$ cat config.mk
export PLATFORM = sky130hd
export DESIGN_NAME = der_signature_parser_core
export DESIGN_NICKNAME = d
export VERILOG_FILES = /design/src/rtl/core/dersig_pkg.sv /design/src/rtl/core/der_signature_parser_core.sv /design/src/rtl/core/dersig_ram.sv /design/src/rtl/core/dersig_front.sv /design/src/rtl/core/dersig_queue.sv /design/src/rtl/core/dersig_back.sv
export SDC_FILE = /design/constraint.sdc
export NUM_CORES = 1
export LEC_CHECK = 0
export BUFFER_PORTS_ARGS = -buffer_cell sky130_fd_sc_hd__buf_2
export CAP_MARGIN = 20
export CORE_MARGIN = 2
export CORE_UTILIZATION = 55
export DETAILED_ROUTE_END_ITERATION = 16
export PLACE_DENSITY = 0.74
export REMOVE_ABC_BUFFERS = 1
export SETUP_SLACK_MARGIN = 0.5
export SKIP_LAST_GASP = 1
export SYNTH_ARGS = -nofsm -noshare
export SYNTH_HDL_FRONTEND = slang
export SYNTH_SLANG_ARGS = --single-unit
$ cat constraint.sdc
create_clock -name clk -period 4.2 [get_ports clk]
set_input_delay 0.21 -clock clk [delete_from_list [all_inputs] [get_ports clk]]
set_output_delay 0.21 -clock clk [all_outputs]
set_load 0.05 [all_outputs]
$ cat src/rtl/core/dersig_pkg.sv
// Shared types and constants for the DER signature parser.
package dersig_pkg;

  localparam int unsigned INT_BYTES   = 32;
  localparam int unsigned STORE_BYTES = 2 * INT_BYTES;
  localparam int unsigned LANES       = 8;
  localparam int unsigned ROWS        = STORE_BYTES / LANES;

  localparam logic [7:0] SEQ_TAG     = 8'h30;
  localparam logic [7:0] INT_TAG     = 8'h02;
  localparam logic [7:0] SEQ_MAX     = 8'd70;
  localparam logic [7:0] INT_LEN_MAX = 8'(INT_BYTES + 1);

  typedef logic [$clog2(STORE_BYTES)-1:0] store_addr_t;
  typedef logic [$clog2(ROWS)-1:0]        row_t;

  // One queued word from the parser to the store/emitter.
  typedef struct packed {
    logic        wr_en;
    store_addr_t addr;
    logic [7:0]  data;
    logic        fin;
    logic        ok;
  } cmd_t;

endpackage

$ cat src/rtl/core/der_signature_parser_core.sv
// Top level of the streaming DER ECDSA signature decoder.
//
// Input channel: one encoding byte per word (der_byte) with last on the final
// byte, moved when in_valid is high and in_stall is low. Output channel: after
// the last byte, eight 64-bit big-endian words of r||s (word_index 0..7,
// last_word on the eighth), moved when out_valid is high and out_stall low.
// status is 0 for a well-formed signature; on a malformed one every word is 0.
// Bytes are taken at one per cycle while in_stall is low; in_stall rises only
// when the command queue between parser and emitter is full, which happens
// while a message's words are being emitted. Each output word passes through
// the emitter's row read from the eight byte-lane RAMs, word assembly and
// hand-off, in that order. A stalled word holds. Synchronous reset clears the
// parser, the queue and the store valid bits; the store reads as zero after
// reset and after every message.
module der_signature_parser_core #(
  parameter int unsigned QUEUE_DEPTH = 2
) (
  input  logic        clk,
  input  logic        rst,
  input  logic        in_valid,
  output logic        in_stall,
  input  logic [7:0]  der_byte,
  input  logic        last,
  output logic        out_valid,
  input  logic        out_stall,
  output logic [63:0] sig_word,
  output logic [2:0]  word_index,
  output logic        status,
  output logic        last_word
);
  import dersig_pkg::*;

  logic q_full;
  logic push;
  cmd_t push_cmd;
  logic pop;
  logic q_valid;
  cmd_t q_head;

  dersig_front u_front (
    .clk     (clk),
    .rst     (rst),
    .in_valid(in_valid),
    .in_stall(in_stall),
    .der_byte(der_byte),
    .last    (last),
    .q_full  (q_full),
    .push    (push),
    .cmd     (push_cmd)
  );

  dersig_queue #(
    .DEPTH(QUEUE_DEPTH)
  ) u_queue (
    .clk      (clk),
    .rst      (rst),
    .push     (push),
    .push_cmd (push_cmd),
    .full     (q_full),
    .pop      (pop),
    .not_empty(q_valid),
    .head     (q_head)
  );

  dersig_back u_back (
    .clk       (clk),
    .rst       (rst),
    .q_valid   (q_valid),
    .q_head    (q_head),
    .pop       (pop),
    .out_valid (out_valid),
    .out_stall (out_stall),
    .sig_word  (sig_word),
    .word_index(word_index),
    .status    (status),
    .last_word (last_word)
  );
endmodule

$ cat src/rtl/core/dersig_ram.sv
// Generic single-port-write, registered-read RAM.
module dersig_ram #(
  parameter int unsigned WIDTH = 8,
  parameter int unsigned DEPTH = 8
) (
  input  logic                     clk,
  input  logic                     we,
  input  logic [$clog2(DEPTH)-1:0] wr_addr,
  input  logic [WIDTH-1:0]         wr_data,
  input  logic [$clog2(DEPTH)-1:0] rd_addr,
  output logic [WIDTH-1:0]         rd_data
);
  logic [WIDTH-1:0] mem [DEPTH];

  always_ff @(posedge clk) begin
    if (we) begin
      mem[wr_addr] <= wr_data;
    end
    rd_data <= mem[rd_addr];
  end
endmodule

$ cat src/rtl/core/dersig_front.sv
// Byte parser: walks the DER structure and issues store writes and finish words.
module dersig_front (
  input  logic              clk,
  input  logic              rst,
  input  logic              in_valid,
  output logic              in_stall,
  input  logic [7:0]        der_byte,
  input  logic              last,
  input  logic              q_full,
  output logic              push,
  output dersig_pkg::cmd_t  cmd
);
  import dersig_pkg::*;

  localparam logic [2:0] PH_SEQ_TAG   = 3'd0;
  localparam logic [2:0] PH_SEQ_LEN   = 3'd1;
  localparam logic [2:0] PH_INT_TAG   = 3'd2;
  localparam logic [2:0] PH_INT_LEN   = 3'd3;
  localparam logic [2:0] PH_INT_FIRST = 3'd4;
  localparam logic [2:0] PH_INT_BODY  = 3'd5;
  localparam logic [2:0] PH_DONE      = 3'd6;

  logic [7:0]  byte_count, byte_count_next;
  logic [7:0]  seq_len, seq_len_next;
  logic [2:0]  phase, phase_next;
  logic        int_num, int_num_next;
  logic [5:0]  bytes_left, bytes_left_next;
  store_addr_t write_index, write_index_next;
  logic        err, err_next;

  logic        accept;
  logic        fin_int;
  logic [7:0]  rem;
  store_addr_t half_end;
  store_addr_t wa;

  assign in_stall = q_full;
  assign accept   = in_valid && !q_full;
  assign half_end = store_addr_t'({!int_num, 5'b0});

  always_comb begin
    byte_count_next  = byte_count;
    seq_len_next     = seq_len;
    phase_next       = phase;
    int_num_next     = int_num;
    bytes_left_next  = bytes_left;
    write_index_next = write_index;
    err_next         = err;
    fin_int          = 1'b0;
    rem              = '0;
    wa               = '0;
    cmd              = '0;
    if (accept) begin
      if (!err) begin
        unique case (phase)
          PH_SEQ_TAG: begin
            if (der_byte != SEQ_TAG) err_next = 1'b1;
            else phase_next = PH_SEQ_LEN;
          end
          PH_SEQ_LEN: begin
            if (der_byte > SEQ_MAX) begin
              err_next = 1'b1;
            end else begin
              seq_len_next = der_byte;
              phase_next   = PH_INT_TAG;
            end
          end
          PH_INT_TAG: begin
            rem             = (seq_len >= byte_count) ? seq_len - byte_count : 8'd0;
            byte_count_next = byte_count + 8'd1;
            if (rem < 8'd2 || der_byte != INT_TAG) err_next = 1'b1;
            else phase_next = PH_INT_LEN;
          end
          PH_INT_LEN: begin
            byte_count_next = byte_count + 8'd1;
            rem = (seq_len >= byte_count_next) ? seq_len - byte_count_next : 8'd0;
            if (der_byte > rem || der_byte > INT_LEN_MAX) begin
              err_next = 1'b1;
            end else if (der_byte == 8'd0) begin
              fin_int = 1'b1;
            end else begin
              bytes_left_next = der_byte[5:0];
              phase_next      = PH_INT_FIRST;
            end
          end
          PH_INT_FIRST: begin
            byte_count_next = byte_count + 8'd1;
            if (der_byte == 8'd0) begin
              bytes_left_next  = bytes_left - 6'd1;
              write_index_next = half_end - bytes_left_next;
              if (bytes_left_next == 6'd0) fin_int = 1'b1;
              else phase_next = PH_INT_BODY;
            end else if (bytes_left > 6'(INT_BYTES)) begin
              err_next = 1'b1;
            end else begin
              wa               = half_end - bytes_left;
              cmd.wr_en        = 1'b1;
              cmd.addr         = wa;
              cmd.data         = der_byte;
              write_index_next = wa + 6'd1;
              bytes_left_next  = bytes_left - 6'd1;
              if (bytes_left_next == 6'd0) fin_int = 1'b1;
              else phase_next = PH_INT_BODY;
            end
          end
          PH_INT_BODY: begin
            byte_count_next  = byte_count + 8'd1;
            cmd.wr_en        = 1'b1;
            cmd.addr         = write_index;
            cmd.data         = der_byte;
            write_index_next = write_index + 6'd1;
            bytes_left_next  = bytes_left - 6'd1;
            if (bytes_left_next == 6'd0) fin_int = 1'b1;
          end
          default: ;
        endcase
        if (fin_int) begin
          if (!int_num) begin
            int_num_next = 1'b1;
            phase_next   = PH_INT_TAG;
          end else if (byte_count_next != seq_len) begin
            err_next = 1'b1;
          end else begin
            phase_next = PH_DONE;
          end
        end
      end
      if (last) begin
        cmd.fin          = 1'b1;
        cmd.ok           = !err_next && (phase_next == PH_DONE);
        byte_count_next  = '0;
        seq_len_next     = '0;
        phase_next       = PH_SEQ_TAG;
        int_num_next     = 1'b0;
        bytes_left_next  = '0;
        write_index_next = '0;
        err_next         = 1'b0;
      end
    end
  end

  assign push = accept && (cmd.wr_en || cmd.fin);

  always_ff @(posedge clk) begin
    if (rst) begin
      byte_count  <= '0;
      seq_len     <= '0;
      phase       <= PH_SEQ_TAG;
      int_num     <= 1'b0;
      bytes_left  <= '0;
      write_index <= '0;
      err         <= 1'b0;
    end else begin
      byte_count  <= byte_count_next;
      seq_len     <= seq_len_next;
      phase       <= phase_next;
      int_num     <= int_num_next;
      bytes_left  <= bytes_left_next;
      write_index <= write_index_next;
      err         <= err_next;
    end
  end
endmodule

$ cat src/rtl/core/dersig_queue.sv
// Small FIFO of parser words between front and back.
module dersig_queue #(
  parameter int unsigned DEPTH = 2
) (
  input  logic             clk,
  input  logic             rst,
  input  logic             push,
  input  dersig_pkg::cmd_t push_cmd,
  output logic             full,
  input  logic             pop,
  output logic             not_empty,
  output dersig_pkg::cmd_t head
);
  import dersig_pkg::*;

  localparam int unsigned PW = (DEPTH > 1) ? $clog2(DEPTH) : 1;
  localparam int unsigned CW = $clog2(DEPTH + 1);

  cmd_t          slots [DEPTH];
  logic [PW-1:0] wr_ptr;
  logic [PW-1:0] rd_ptr;
  logic [CW-1:0] count;
  logic          do_push;
  logic          do_pop;

  assign full      = (count == CW'(DEPTH));
  assign not_empty = (count != '0);
  assign head      = slots[rd_ptr];
  assign do_push   = push && !full;
  assign do_pop    = pop && not_empty;

  always_ff @(posedge clk) begin
    if (do_push) begin
      slots[wr_ptr] <= push_cmd;
    end
  end

  always_ff @(posedge clk) begin
    if (rst) begin
      wr_ptr <= '0;
      rd_ptr <= '0;
      count  <= '0;
    end else begin
      if (do_push) begin
        wr_ptr <= (wr_ptr == PW'(DEPTH - 1)) ? '0 : wr_ptr + PW'(1);
      end
      if (do_pop) begin
        rd_ptr <= (rd_ptr == PW'(DEPTH - 1)) ? '0 : rd_ptr + PW'(1);
      end
      case ({do_push, do_pop})
        2'b10:   count <= count + CW'(1);
        2'b01:   count <= count - CW'(1);
        default: count <= count;
      endcase
    end
  end
endmodule

$ cat src/rtl/core/dersig_back.sv
// Signature store and word emitter: applies byte writes, then streams eight words.
module dersig_back (
  input  logic                 clk,
  input  logic                 rst,
  input  logic                 q_valid,
  input  dersig_pkg::cmd_t     q_head,
  output logic                 pop,
  output logic                 out_valid,
  input  logic                 out_stall,
  output logic [63:0]          sig_word,
  output logic [2:0]           word_index,
  output logic                 status,
  output logic                 last_word
);
  import dersig_pkg::*;

  localparam logic [1:0] B_IDLE = 2'd0;
  localparam logic [1:0] B_READ = 2'd1;
  localparam logic [1:0] B_LOAD = 2'd2;
  localparam logic [1:0] B_SEND = 2'd3;

  logic [1:0]             state;
  row_t                   row;
  logic                   ok;
  logic [STORE_BYTES-1:0] vbits;
  logic [LANES-1:0]       vrow;
  logic [7:0]             lane_q [LANES];
  logic [63:0]            word_next;
  logic                   wr_go;

  assign pop   = (state == B_IDLE) && q_valid;
  assign wr_go = pop && q_head.wr_en;

  for (genvar g = 0; g < LANES; g++) begin : g_lane
    dersig_ram #(
      .WIDTH(8),
      .DEPTH(ROWS)
    ) u_ram (
      .clk    (clk),
      .we     (wr_go && (q_head.addr[2:0] == 3'(g))),
      .wr_addr(q_head.addr[5:3]),
      .wr_data(q_head.data),
      .rd_addr(row),
      .rd_data(lane_q[g])
    );
  end

  always_comb begin
    for (int j = 0; j < LANES; j++) begin
      word_next[63 - 8*j -: 8] = (ok && vrow[j]) ? lane_q[j] : 8'h00;
    end
  end

  always_ff @(posedge clk) begin
    if (state == B_LOAD) begin
      sig_word   <= word_next;
      word_index <= row;
      status     <= !ok;
      last_word  <= (row == row_t'(ROWS - 1));
    end
  end

  always_ff @(posedge clk) begin
    if (rst) begin
      state     <= B_IDLE;
      row       <= '0;
      ok        <= 1'b0;
      vbits     <= '0;
      vrow      <= '0;
      out_valid <= 1'b0;
    end else begin
      unique case (state)
        B_IDLE: begin
          if (wr_go) begin
            vbits[q_head.addr] <= 1'b1;
          end
          if (pop && q_head.fin) begin
            ok    <= q_head.ok;
            row   <= '0;
            state <= B_READ;
          end
        end
        B_READ: begin
          vrow  <= vbits[{row, 3'b000} +: LANES];
          state <= B_LOAD;
        end
        B_LOAD: begin
          out_valid <= 1'b1;
          state     <= B_SEND;
        end
        B_SEND: begin
          if (!out_stall) begin
            out_valid <= 1'b0;
            if (row == row_t'(ROWS - 1)) begin
              vbits <= '0;
              row   <= '0;
              state <= B_IDLE;
            end else begin
              row   <= row + row_t'(1);
              state <= B_READ;
            end
          end
        end
        default: state <= B_IDLE;
      endcase
    end
  end
endmodule

After elaboration in Yosys (flattened, before gate mapping)
Memories as Yosys holds them, arrays and structs flattened. A register that Yosys moved wholly into a read port is not among the register bits.
Index checks and enable logic that the tools add are counted.
{ "op_classes": {"n_mux": 107, "n_shift": 1, "n_bitwise": 1, "magnitude_cmp": 9, "reduce_logical": 56, "n_eq_ne": 32, "addsub": 13} }
{ "ops": {"columns": ["op", "count"], "rows": [
  ["64-bit 2-to-1 mux", 3],
  ["64-bit case mux with 2 select lines", 1],
  ["8-bit 2-to-1 mux", 11],
  ["64-bit OR", 1],
  ["64-bit by 7-bit variable part select with 8-bit output", 1],
  ["6-bit 2-to-1 mux", 10],
  ["3-bit 2-to-1 mux", 17],
  ["1-bit 2-to-1 mux", 47],
  ["15-bit 2-to-1 mux", 3],
  ["15-bit case mux with 2 select lines", 1],
  ["1-bit logical AND", 25],
  ["3-bit == test (second input constant)", 8],
  ["6-bit case mux with 3 select lines", 1],
  ["17-bit 2-to-1 mux", 1],
  ["8-bit >= comparator", 2],
  ["8-bit subtractor", 2],
  ["3-bit case mux with 5 select lines", 1],
  ["6-bit by 1-bit adder with 6-bit output (second input constant)", 2],
  ["3-bit by 2-bit == test with 1-bit output (second input constant)", 4],
  ["6-bit case mux with 2 select lines", 1],
  ["4-bit AND reduction", 3],
  ["2-bit nonzero test", 6],
  ["6-bit subtractor", 2],
  ["8-bit by 1-bit adder with 8-bit output (second input constant)", 1],
  ["42 further kinds", 65]
]} }
{ "totals": {"ramBits": 546, "memories": 9, "regBits": 185, "output_inout_bits": 71} }
{ "mem_list": {"columns": ["memory", "words", "word_bits", "read_ports", "rd_ports_with_merged_regs", "write_ports", "line_no", "rtl"], "rows": [
  ["u_back.g_lane[0].u_ram.mem", 8, 8, 1, 1, 1, "dersig_ram.sv:13", "logic [WIDTH-1:0] mem [DEPTH];"],
  ["u_back.g_lane[1].u_ram.mem", 8, 8, 1, 1, 1, "dersig_ram.sv:13", null],
  ["u_back.g_lane[2].u_ram.mem", 8, 8, 1, 1, 1, "dersig_ram.sv:13", null],
  ["u_back.g_lane[3].u_ram.mem", 8, 8, 1, 1, 1, "dersig_ram.sv:13", null],
  ["u_back.g_lane[4].u_ram.mem", 8, 8, 1, 1, 1, "dersig_ram.sv:13", null],
  ["u_back.g_lane[5].u_ram.mem", 8, 8, 1, 1, 1, "dersig_ram.sv:13", null],
  ["+3 memories", null, null, null, null, null, null, null]
]} }

Depth between registers and ports, before layout
Gate-level depths: netlist of run 1.
{ "depth": {"word_depth": 21, "ltp_mapped": 21} }

By module
Synthesis of run 1 repeated with hierarchy kept, for this count alone.
{ "unflattened": {"hier_cells": 1978, "area_unflattened_um2": 32521.2} }
{ "by_module_without_submodules": {"columns": ["module", "instances", "seq_area_each_um2", "area_per_inst_um2", "cells_each"], "rows": [
  ["dersig_ram", 8, 2082.0, 2691.3, 114],
  ["dersig_back", 1, 3653.5, 5929.4, 493],
  ["dersig_front", 1, 660.6, 3612.2, 494],
  ["dersig_queue", 1, 1121.1, 1448.9, 79]
]} }

Worst setup path before layout of run 1
No wires, ideal clock.
{ "synth_timing": {"path_type": "register to register", "startpoint": "reg u_front.byte_count[0]", "endpoint": "mem u_queue.slots[0][0] in the netlist's numbering, data pin", "path_stages_with_launch": 22, "slack_ns": -0.065, "n_path_buf": 2, "arrival_ns": 4.084, "setup_ns": 0.181, "cell_sequence": "dfxtp_1 ha_1 buf_2 and3_1 buf_2 xnor2_1 ha_1 a21boi_0 o21ai_0 nand2b_1 a211o_1 a21o_1 nor2b_1 ha_1 nand4_1 o22ai_1 a41oi_1 nor2_1 o21ai_0 a311o_1 a211o_1 nor4b_2"} }
{ "synth_rtl": {"columns": ["item", "line_no", "rtl"], "rows": [
  ["start: declaration", "dersig_front.sv:23", "logic [7:0] byte_count, byte_count_next;"],
  ["start signal: assignment", "dersig_front.sv:154", "byte_count <= byte_count_next;"],
  ["end: declaration", "dersig_queue.sv:19", "cmd_t slots [DEPTH];"]
]} }

==> flow_metrics.env, run 1 <==
export IMPL_status="finished with violations"
export IMPL_violations="setup timing"
export IMPL_cts_buffers=79
export IMPL_cts_sinks=796
export IMPL_syn_avg_cell_area_um2=16.2
export IMPL_drive_gt1_share_pct=26.8
export IMPL_synth_edff_count=615
export IMPL_design_area_mm2=0.0365
export IMPL_vias=17900
export IMPL_grt_usage_pct=23.1
export IMPL_pwr_share_seq_pct=50.2
export IMPL_powerDensity_mw_per_mm2=503
export IMPL_die_w_um=243
export IMPL_finalNetCount=2159
export IMPL_cts_tree="built"
export IMPL_grt_pass1_vias=18000
export IMPL_finalHoldViolCount=0
export IMPL_drc=0
export IMPL_setup_viol=2
export IMPL_dr_pass1_iters=6
export IMPL_p_switching_mw=4.53
export IMPL_diodes=0
export IMPL_yosys_area_top_type_share_pct=58.7
export IMPL_start_util_pct=55.6
export IMPL_synth_top_area_cell="edfxtp_1"
export IMPL_crit_chain="ha_4 > xnor2_2 > ha_1 > buf_4 > o21ai_1 > nand2b_1 > a21o_1 > a21o_1 > buf_4 > xor2_1 > nand2_1 > ha_1 > nand4_1 > o21bai_4 > a41oi_4 > nor2_4 > buf_6 > buf_6 > a31oi_1 > nor3b_1 > o22a_1 > nor4b_4"
export IMPL_wl_per_cell_um=23.4
export IMPL_io_buffer_count=83
export IMPL_yosys_most_used_dff="edfxtp_1"
export IMPL_crit_fanout=4
export IMPL_finClkSkew_ns=0.0176
export IMPL_h_tree_depth=3
export IMPL_worst_hold_path_type="in -> reg"
export IMPL_critPathKind="reg -> reg"
export IMPL_syn_to_final_growth_pct=16.1
export IMPL_fillers=3829
export IMPL_drv_slew=0
export IMPL_finish_utilization_pct=64.6
export IMPL_tightestPinTransition_ns=1.05
export IMPL_power_mw=18.3
export IMPL_cp_required_ns=4.64
export IMPL_hold_start="der_byte[7]"
export IMPL_fin_crit_ns=4.26
export IMPL_slowest_delay_ns=0.34
export IMPL_synth_cells=1936
export IMPL_detail_route_iter0_violations=1846
export IMPL_p_comb_share_pct=10.0
export IMPL_yosysSeqAreaShare_pct=70.3
export IMPL_p_int_mw=13.8
export IMPL_globalplace_congestion=0.881
export IMPL_yosysWarnings=0
export IMPL_crit_start="u_front.byte_count[0]$_SDFFE_PP0P_"
export IMPL_r2r_start="u_front.byte_count[0]$_SDFFE_PP0P_"
export IMPL_setup_slack_ns=-0.0635
export IMPL_swShare_pct=24.7
export IMPL_rsz0062_at_grt="true"
export IMPL_cp_end_kind="flip-flop"
export IMPL_async_flop_share_pct=0
export IMPL_rows=87
export IMPL_clk_pin_slew_worst_paths_ns=0.06
export IMPL_core_area_mm2=0.0565
export IMPL_place_area_mm2=0.0330
export IMPL_wirelength_mm=68.5
export IMPL_viasPerCell=6.10
export IMPL_dieArea_mm2=0.0591
export IMPL_grt_pass1_wl_mm=104
export IMPL_mappedNetlistArea_mm2=0.0314
export IMPL_yosys_top_cells_area="edfxtp_1, dfxtp_1, mux4_2"
export IMPL_slew_headroom_pct=29.7
export IMPL_place_ws_ns=-0.367
export IMPL_synth_cell_types=73
export IMPL_grt_max_degree=139
export IMPL_cpMaxStageDelayCell="dfxtp_2"
export IMPL_hpwl_mm=39.8
export IMPL_setup_worst_path_start_class="flip-flop"
export IMPL_ioPinCount=84
export IMPL_cts_root_buf="clkbuf_16"
export IMPL_ant_nets=0
export IMPL_fp_dieH_um=243
export IMPL_cts_buffer_depth=3
export IMPL_max_freq_ghz=0.235
export IMPL_insertion_delay_ns=0.63
export IMPL_fin_setup_tns_ns=-0.122
export IMPL_grt_ovfl_total=0
export IMPL_p_leak_nw=12.2
export IMPL_clkPwrFrac_pct=39.8
export IMPL_drv_cap=0
export IMPL_min_period_over_period_pct=102
export IMPL_antenna_found_initial=1
export IMPL_arrival_ns=4.70
export IMPL_ir_worst_vdd_uv=319
export IMPL_ys_seq_elements=796
synth_stat cells, drive strengths merged, types with 4 or more instances:
library cell,n
and3,71
nor3,19
nor4,6
a32oi,5
nand4,7
o31ai,4
clkbuf,53
o32ai,4
ha,37
edfxtp,615
xor2,17
dfxtp,181
mux2,77
nand2,58
nor2b,13
a21o,6
o21ai,29
nand3b,6
a211oi,16
a21oi,93
a22oi,19
o21a,7
nand2b,12
a211o,4
mux4,144
inv,26
and2,13
a31oi,8
xnor2,23
mux2i,14
buf,39
or3,4
nand3,14
nor2,233
nor3b,6
final timing paths:
check | cells past startpoint | endpoint | slack (ns)
setup / recovery | 22 | u_queue.slots[0][0]$_DFFE_PP_ | -0.06
hold / removal | 2 | u_queue.slots[0][9]$_DFFE_PP_ | 0.08
setup reg to reg | 22 | u_queue.slots[0][0]$_DFFE_PP_ | -0.06
hold reg to reg | 2 | u_back.vbits[41]$_SDFFE_PP0P_ | 0.47
layer usage:
layer	track usage, %	part of all wire [%]	vias up
met1	30.8	41	9099
met3	4.23	6.4	193
met5	0	0	-
met2	38.0	49	702
li1	-	-	7867
met4	9.31	3.7	0
cell usage in the layout (no fill, tap or decap), types with 10 or more instances in the layout:
| cell type | synthesis | final |
|---|---|---|
| xnor2_1 | 22 | 18 |
| clkinv_2 | 0 | 12 |
| mux2i_1 | 14 | 14 |
| clkbuf_16 | 0 | 82 |
| mux4_2 | 144 | 144 |
| clkbuf_1 | 53 | 18 |
| edfxtp_1 | 615 | 615 |
| nor3_1 | 17 | 16 |
| clkbuf_8 | 0 | 15 |
| a21oi_1 | 93 | 91 |
| nor2_1 | 233 | 232 |
| nand2_1 | 57 | 56 |
| and2_1 | 13 | 13 |
| inv_1 | 26 | 24 |
| a22oi_1 | 19 | 19 |
| a211oi_1 | 16 | 15 |
| buf_4 | 3 | 77 |
| nand3_1 | 14 | 12 |
| nor2b_1 | 13 | 10 |
| dfxtp_1 | 181 | 173 |
| buf_2 | 6 | 83 |
| o21ai_0 | 27 | 19 |
| ha_1 | 37 | 28 |
| nand2b_1 | 12 | 12 |
| mux2_2 | 77 | 77 |
| and3_1 | 71 | 69 |
| xor2_1 | 16 | 15 |
through the flow:
step / hold slack, ns / instances
2_1_floorplan: 0.279 / 1844
3_3_place_gp: 0.442 / 2750
3_5_place_dp: 0.449 / 2750
4_1_cts: 0.0234 / 2914
5_1_grt: 0.0599 / 2929
6_report: 0.0821 / 2929
state kept, by name (all words and copies together), names as in the netlist, 2 cells and up, named ones only:
register                     flops
u_front.write_index              6
u_back.row                       3
u_front.bytes_left               6
u_front.seq_len                  8
u_front.byte_count               8
u_front.phase                    3
u_back.g_lane.u_ram.mem        512
u_back.vrow                      8
u_queue.count                    2
u_back.sig_word                 64
u_back.word_index                3
u_back.vbits                    64
u_queue.slots                   34
u_back.state                     2
u_back.g_lane.u_ram.rd_data     64
cell families after synthesis:
family                   after synthesis  share of synthesized area [%]
flip-flops                           796                           70.3
AND/OR/NAND/NOR                      469                           7.04
AO/OA/AOI/OAI                        239                           4.95
multiplexers                         235                           13.5
buffers and inverters                118                           1.47
XOR/XNOR                              40                           1.16
adder cells (fa/ha/maj)               39                           1.60
cell type report:
| cell class | instances | area [µm²] | share of cell area, % |
|---|---|---|---|
| Inverter | 26 | 100 | 0.274 |
| Clock buffer | 116 | 2330 | 6.39 |
| Tap cell | 756 | 946 | 2.59 |
| Clock inverter | 31 | 413 | 1.13 |
| Multi-Input combinational cell | 1022 | 9300 | 25.5 |
| Timing Repair Buffer | 182 | 1290 | 3.53 |
| Sequential cell | 796 | 22100 | 60.6 |
critical path, delay by kind of cell, from the launching register on:
| family | cells | cell delay (ns) |
|---|---|---|
| flops | 1 | 0.34 |
| simple gates | 6 | 0.76 |
| xor+xnor | 2 | 0.27 |
| fa+ha+maj | 3 | 0.81 |
| buf+inv | 4 | 0.54 |
| compound gates | 7 | 1.33 |
power by group through the flow:
stage,logic [mW],clock network (mW),registers [mW]
finish,1.83,7.31,9.21
global placement,1.70,0,9.37
detailed placement,1.75,0,9.38
CTS,1.78,7.42,9.22
floorplan,0.786,0,9.65
global route,1.97,7.69,9.24
repair_timing:
item / in CTS / in global routing
resized for setup: 36 / 51
pin swaps: 19 / 26
gates cloned: 0 / 0
hold buffers: 9 / 0
hold endpoints to repair: 16 / 0
buffers inserted: 8 / 12
endpoints found under the setup margin: 13 / 13
Power figures use the tool's default switching activity.
==> inputs of run 2 (changes only) <==
--- a/config.mk
+++ b/config.mk
@@ -5,8 +5,10 @@
 export SDC_FILE = /design/constraint.sdc
 export NUM_CORES = 1
 export LEC_CHECK = 0
+export ABC_AREA = 1
 export BUFFER_PORTS_ARGS = -buffer_cell sky130_fd_sc_hd__buf_2
 export CAP_MARGIN = 20
+export CORE_ASPECT_RATIO = 1.25
 export CORE_MARGIN = 2
 export CORE_UTILIZATION = 55
 export DETAILED_ROUTE_END_ITERATION = 16
==> flow_metrics.env, run 2 <==
export IMPL_finalNetCount=3127
export IMPL_crit_fanout=4
export IMPL_globalplace_congestion=0.896
export IMPL_grt_ovfl_total=0
export IMPL_io_buffer_count=83
export IMPL_swShare_pct=31.6
export IMPL_ioPinCount=84
export IMPL_fp_dieH_um=274
export IMPL_powerDensity_mw_per_mm2=577
export IMPL_syn_avg_cell_area_um2=11.0
export IMPL_synth_cells=2930
export IMPL_cts_buffers=76
export IMPL_mostFrequentLayoutCells="nor2_1, edfxtp_1, o21ai_0"
export IMPL_finish_utilization_pct=63.3
export IMPL_rsz0062_at_grt="true"
export IMPL_setup_worst_path_start_class="flip-flop"
export IMPL_cts_buffer_depth=3
export IMPL_setup_viol=0
export IMPL_p_comb_share_pct=21.6
export IMPL_p_leak_nw=13.4
export IMPL_fin_setup_tns_ns=0
export IMPL_path_buf_inv=4
export IMPL_yosysWarnings=0
export IMPL_synth_cell_types=45
export IMPL_grt_usage_pct=24.7
export IMPL_vias=22400
export IMPL_dr_pass1_iters=8
export IMPL_async_flop_share_pct=0
export IMPL_cts_sinks=796
export IMPL_grt_pass1_vias=22000
export IMPL_max_freq_ghz=0.252
export IMPL_p_switching_mw=6.70
export IMPL_dieArea_mm2=0.0604
export IMPL_largest_register_ffs=512
export IMPL_insertion_delay_ns=0.62
export IMPL_yosys_top_cells_area="edfxtp_1, dfxtp_1, nor2_1"
export IMPL_pwr_share_seq_pct=46.1
export IMPL_fillers=4316
export IMPL_cp_end_kind="flip-flop"
export IMPL_mappedNetlistArea_mm2=0.0321
export IMPL_mostFrequentLayoutCell="nor2_1"
export IMPL_ir_worst_vdd_uv=492
export IMPL_cp_required_ns=4.68
export IMPL_tightestPinTransition_ns=1.12
export IMPL_min_period_over_period_pct=94.5
export IMPL_clk_pin_slew_worst_paths_ns=0.05
export IMPL_drive_gt1_share_pct=13.2
export IMPL_viasPerCell=5.76
export IMPL_p_int_mw=14.5
export IMPL_rows=99
export IMPL_wl_per_cell_um=19.2
export IMPL_drv_cap=0
export IMPL_critPathKind="reg -> reg"
export IMPL_drv_slew=0
export IMPL_cpMaxStageDelayCell="dfxtp_4"
export IMPL_ys_seq_elements=796
export IMPL_grt_max_degree=194
export IMPL_cts_root_buf="clkbuf_16"
export IMPL_die_w_um=220
export IMPL_yosys_area_top_type_share_pct=57.5
export IMPL_yosys_most_used_dff="edfxtp_1"
export IMPL_worst_hold_path_type="in -> reg"
export IMPL_h_tree_depth=3
export IMPL_drc=0
export IMPL_arrival_ns=4.45
export IMPL_core_area_mm2=0.0581
export IMPL_start_util_pct=55.3
export IMPL_yosys_cell_count_top_type="nor2_1"
export IMPL_crit_family="simple AND/OR/NAND/NOR gates"
export IMPL_finClkSkew_ns=0.0196
export IMPL_clkPwrFrac_pct=32.4
export IMPL_yosysSeqAreaShare_pct=68.8
export IMPL_setup_slack_ns=0.230
export IMPL_status="completed"
export IMPL_place_ws_ns=0.00297
export IMPL_path_common_cell="nand2_2"
export IMPL_detail_route_iter0_violations=2171
export IMPL_reg2reg_slack_ns=0.23
export IMPL_synth_top_area_cell="edfxtp_1"
export IMPL_slew_headroom_pct=25.5
export IMPL_hpwl_mm=43.1
export IMPL_syn_to_final_growth_pct=14.5
export IMPL_antenna_found_initial=1
export IMPL_grt_pass1_wl_mm=116
export IMPL_yosys_top_cells_count="nor2_1, edfxtp_1, o21ai_0, nand2_1, inv_1"
export IMPL_synth_edff_count=615
export IMPL_finalHoldViolCount=0
export IMPL_largest_register="u_back.g_lane.u_ram.mem"
export IMPL_whs_ns=0.0610
export IMPL_slowest_delay_ns=0.38
export IMPL_wirelength_mm=74.6
export IMPL_ant_nets=0
export IMPL_cts_tree="built"
export IMPL_fin_crit_ns=3.97
[run 2: routing by layer]
metal / GRT usage, % / up-vias / share of wire (%)
met2: 43.5 / 868 / 51
met3: 3.31 / 167 / 6.4
met1: 30.8 / 10800 / 39
met4: 9.73 / 0 / 3.4
met5: 0 / - / 0
li1: - / 10600 / -
[run 2: what timing repair did]
item                                    CTS  global route
endpoints found under the hold margin    16             0
pin swaps                                25            44
endpoints found under the setup margin   13            13
resized for setup                        32            48
hold buffers                              9             0
setup buffers                            24             7
[run 2: metrics by stage]
| stage | instance area [µm²] | cells | power, mW |
|---|---|---|---|
| after CTS | 36500 | 3887 | 21.2 |
| after floorplan | 31500 | 2789 | 12.9 |
| after global placement | 33600 | 3713 | 14.3 |
| after global routing | 36800 | 3896 | 22.1 |
| final | 36800 | 3896 | 21.2 |
| after detailed placement | 33600 | 3713 | 14.4 |
[run 2: final cells by class]
type,instances,area [µm²],area share (%)
tap,757,947,2.58
clock inverter,42,464,1.26
sequential,796,22100,60.1
multi-input combinational,1803,8980,24.4
clock buffer,99,2060,5.61
inverter,190,734,2.00
antenna,1,2.50,0.00681
timing repair buffer,208,1470,3.99
[run 2: cell families after synthesis]
kind of cell | count (synthesis) | share of synthesized area, %
AO/OA/AOI/OAI | 652 | 11.3
XOR/XNOR | 6 | 0.164
adder cells (fa/ha/maj) | 39 | 1.57
buffers and inverters | 331 | 4.09
flip-flops | 796 | 68.8
multiplexers | 10 | 0.351
AND/OR/NAND/NOR | 1096 | 13.8
[run 2: power groups by stage]
| stage | sequential [mW] | clock (mW) | combinational [mW] |
|---|---|---|---|
| after floorplan | 10.7 | 0 | 2.28 |
| after global placement | 9.91 | 0 | 4.36 |
| after detailed placement | 9.93 | 0 | 4.47 |
| after CTS | 9.77 | 6.95 | 4.51 |
| after global routing | 9.83 | 7.25 | 4.98 |
| final | 9.76 | 6.86 | 4.58 |
[run 2: worst min-delay path: cells and delay by family]
family,cells,cell delay (ns)
buf+inv,2,0.23
simple gates,1,0.07
[run 2: final timing paths]
kind / start / to / cells after the start
setup / recovery: u_front.byte_count[0]$_SDFFE_PP0P_ / u_queue.slots[1][0]$_DFFE_PP_ / 32
hold / removal: der_byte[7] / u_queue.slots[1][9]$_DFFE_PP_ / 3
setup reg to reg: u_front.byte_count[0]$_SDFFE_PP0P_ / u_queue.slots[1][0]$_DFFE_PP_ / 32
hold reg to reg: u_back.vbits[19]$_SDFFE_PP0P_ / u_back.vbits[19]$_SDFFE_PP0P_ / 2
==> inputs of run 3 (changes only) <==
--- a/config.mk
+++ b/config.mk
@@ -18,4 +18,5 @@
 export SKIP_LAST_GASP = 1
 export SYNTH_ARGS = -nofsm -noshare
 export SYNTH_HDL_FRONTEND = slang
+export SYNTH_HIERARCHICAL = 1
 export SYNTH_SLANG_ARGS = --single-unit
==> flow_metrics.env, run 3 <==
export IMPL_status="completed"
export IMPL_syn_avg_cell_area_um2=9.03
export IMPL_yosysWarnings=6
export IMPL_drv_slew=0
export IMPL_synth_top_area_cell="edfxtp_1"
export IMPL_clk_pin_slew_worst_paths_ns=0.06
export IMPL_drive_gt1_share_pct=8.93
export IMPL_ioPinCount=84
export IMPL_core_area_mm2=0.0654
export IMPL_cts_buffers=77
export IMPL_wirelength_mm=78.9
export IMPL_arrival_ns=4.23
export IMPL_fin_crit_ns=3.79
export IMPL_largest_register_ffs=512
export IMPL_syn_to_final_growth_pct=10.2
export IMPL_yosys_top_cells_count="nand2_1, inv_1, edfxtp_1, nor2_1, nand3_1"
export IMPL_place_ws_ns=0.194
export IMPL_die_w_um=234
export IMPL_cts_root_buf="clkbuf_16"
export IMPL_grt_max_degree=183
export IMPL_globalplace_congestion=0.874
export IMPL_crit_fanout=8
export IMPL_h_tree_depth=3
export IMPL_ys_seq_elements=796
export IMPL_setup_slack_ns=0.412
export IMPL_critPathKind="reg -> reg"
export IMPL_io_buffer_count=83
export IMPL_antenna_found_initial=0
export IMPL_synth_cells=4013
export IMPL_grt_pass1_vias=24500
export IMPL_ant_nets=0
export IMPL_mappedNetlistArea_mm2=0.0362
export IMPL_grt_usage_pct=23.1
export IMPL_dr_pass1_iters=7
export IMPL_cp_required_ns=4.64
export IMPL_p_leak_nw=17.6
export IMPL_cts_tree="built"
export IMPL_async_flop_share_pct=0
export IMPL_cts_buffer_depth=3
export IMPL_final_cells=5011
export IMPL_cpMaxStageDelayCell="dfxtp_4"
export IMPL_yosysSeqAreaShare_pct=61.0
export IMPL_cp_end_kind="flip-flop"
export IMPL_worst_hold_path_type="in -> reg"
export IMPL_mostFrequentLayoutCell="nand2_1"
export IMPL_cts_sinks=796
export IMPL_mostFrequentLayoutCells="nand2_1, inv_1, edfxtp_1"
export IMPL_yosys_most_used_dff="edfxtp_1"
export IMPL_insertion_delay_ns=0.61
export IMPL_slowest_delay_ns=0.36
export IMPL_synth_cell_types=46
export IMPL_detail_route_iter0_violations=2024
export IMPL_vias=25400
export IMPL_ir_worst_vdd_uv=333
export IMPL_finalHoldViolCount=0
export IMPL_wl_per_cell_um=15.8
export IMPL_hpwl_mm=46.6
export IMPL_setup_viol=0
export IMPL_max_freq_ghz=0.264
export IMPL_post_place_cells=4847
export IMPL_finalNetCount=4146
export IMPL_synth_edff_count=615
export IMPL_yosys_area_top_type_share_pct=51.0
export IMPL_setup_worst_path_start_class="flip-flop"
export IMPL_finClkSkew_ns=0.0277
export IMPL_powerDensity_mw_per_mm2=505
export IMPL_viasPerCell=5.08
export IMPL_rsz0062_at_grt="true"
export IMPL_yosys_cell_count_top_type="nand2_1"
export IMPL_tightestPinTransition_ns=1.12
export IMPL_rows=105
export IMPL_dieArea_mm2=0.0679
export IMPL_slew_headroom_pct=24.4
export IMPL_largest_register="u_back/g_lane.u_ram/mem"
export IMPL_diodes=0
export IMPL_fillers=5352
export IMPL_yosys_top_cells_area="edfxtp_1, nand2_1, dfxtp_1"
export IMPL_grt_ovfl_total=0
export IMPL_start_util_pct=55.4
export IMPL_min_period_over_period_pct=90.2
export IMPL_grt_pass1_wl_mm=124
export IMPL_drc=0
export IMPL_drv_cap=0
export IMPL_fp_dieH_um=291
run 3: changes by cell type after synthesis, moves of 95 or more:
cell	previous run	this run
nand2_1	233	1243
inv_1	184	790
nor2_1	717	395
nand3_1	45	354
o21ai_0	339	36
a31oi_1	129	0
clkbuf_1	114	19
run 3: repair_timing:
action | 4_1_cts | 5_1_grt
gates resized for setup | 30 | 59
buffers inserted | 6 | 3
hold endpoints to repair | 15 | 0
endpoints found under the setup margin | 12 | 12
hold buffers | 10 | 0
pin swaps | 27 | 30
gates cloned | 1 | 0
run 3: cell type report:
type | instances | area (µm²) | area share (%)
clock inverters | 31 | 304 | 0.762
well taps | 856 | 1070 | 2.68
clock buffers | 110 | 2170 | 5.44
flip-flops and latches | 796 | 22100 | 55.4
multi-input cells | 2274 | 10300 | 25.9
repair buffers | 132 | 860 | 2.15
inverters | 812 | 3070 | 7.70
run 3: power breakdown:
group	switching [mW]	leakage (nW)	internal (mW)
Sequential	0.268	7.07	9.19
Combinational	2.98	9.34	0.972
Clock	2.85	1.21	3.88
Total	6.11	17.6	14.0
run 3: logic make-up (layout without fill, tap and decap cells):
kind of cell	count (synthesis)	count (layout)	share of synthesized area [%]
DFF	796	796	61.0
xor gates and xnor gates	10	10	0.242
AOI/OAI and AO/OA	133	133	2.01
muxes	17	17	0.632
adders and majority gates	40	40	1.42
and+or+nand+nor	2073	2074	23.3
buffers and inverters	944	1085	11.4
run 3: critical path, delay by kind of cell (launching register included):
kind	cells	cell delay (ns)
compound gates	4	0.36
simple gates	20	1.85
flops	1	0.36
buf+inv	3	0.27
fa+ha+maj	3	0.78
run 3: path summary, 6_finish.rpt:
| check | startpoint | endpoint | slack [ns] | depth (start not counted) |
|---|---|---|---|---|
| setup reg to reg | u_front/byte_count[1]$_SDFFE_PP0P_ | u_queue/slots[0][0]$_DFFE_PP_ | 0.41 | 30 |
| setup / recovery | u_front/byte_count[1]$_SDFFE_PP0P_ | u_queue/slots[0][0]$_DFFE_PP_ | 0.41 | 30 |
| hold / removal | rst | u_front/seq_len[3]$_SDFFE_PP0P_ | 0.15 | 3 |
| hold reg to reg | u_back/vbits[48]$_SDFFE_PP0P_ | u_back/vbits[48]$_SDFFE_PP0P_ | 0.47 | 2 |
run 3: per-layer routing:
layer	GRT usage [%]	vias up	wire (µm)
met5	0	-	0
met3	3.58	167	4840
li1	-	12700	-
met2	41.0	794	40200
met1	28.4	11800	31300
met4	8.52	0	2530
run 3: per-stage QoR:
step	setup TNS [ns]	hold slack, ns	util [%]	area, µm²	power, mW
2_1_floorplan	-551.62	0.279	-	35200	13.3
3_3_place_gp	0	0.447	56.4	36900	13.4
3_5_place_dp	0	0.458	56.4	36900	13.5
4_1_cts	0	0.129	60.6	39600	20.2
5_1_grt	0	0.154	61.0	39900	21.0
6_report	0	0.155	61.0	39900	20.1
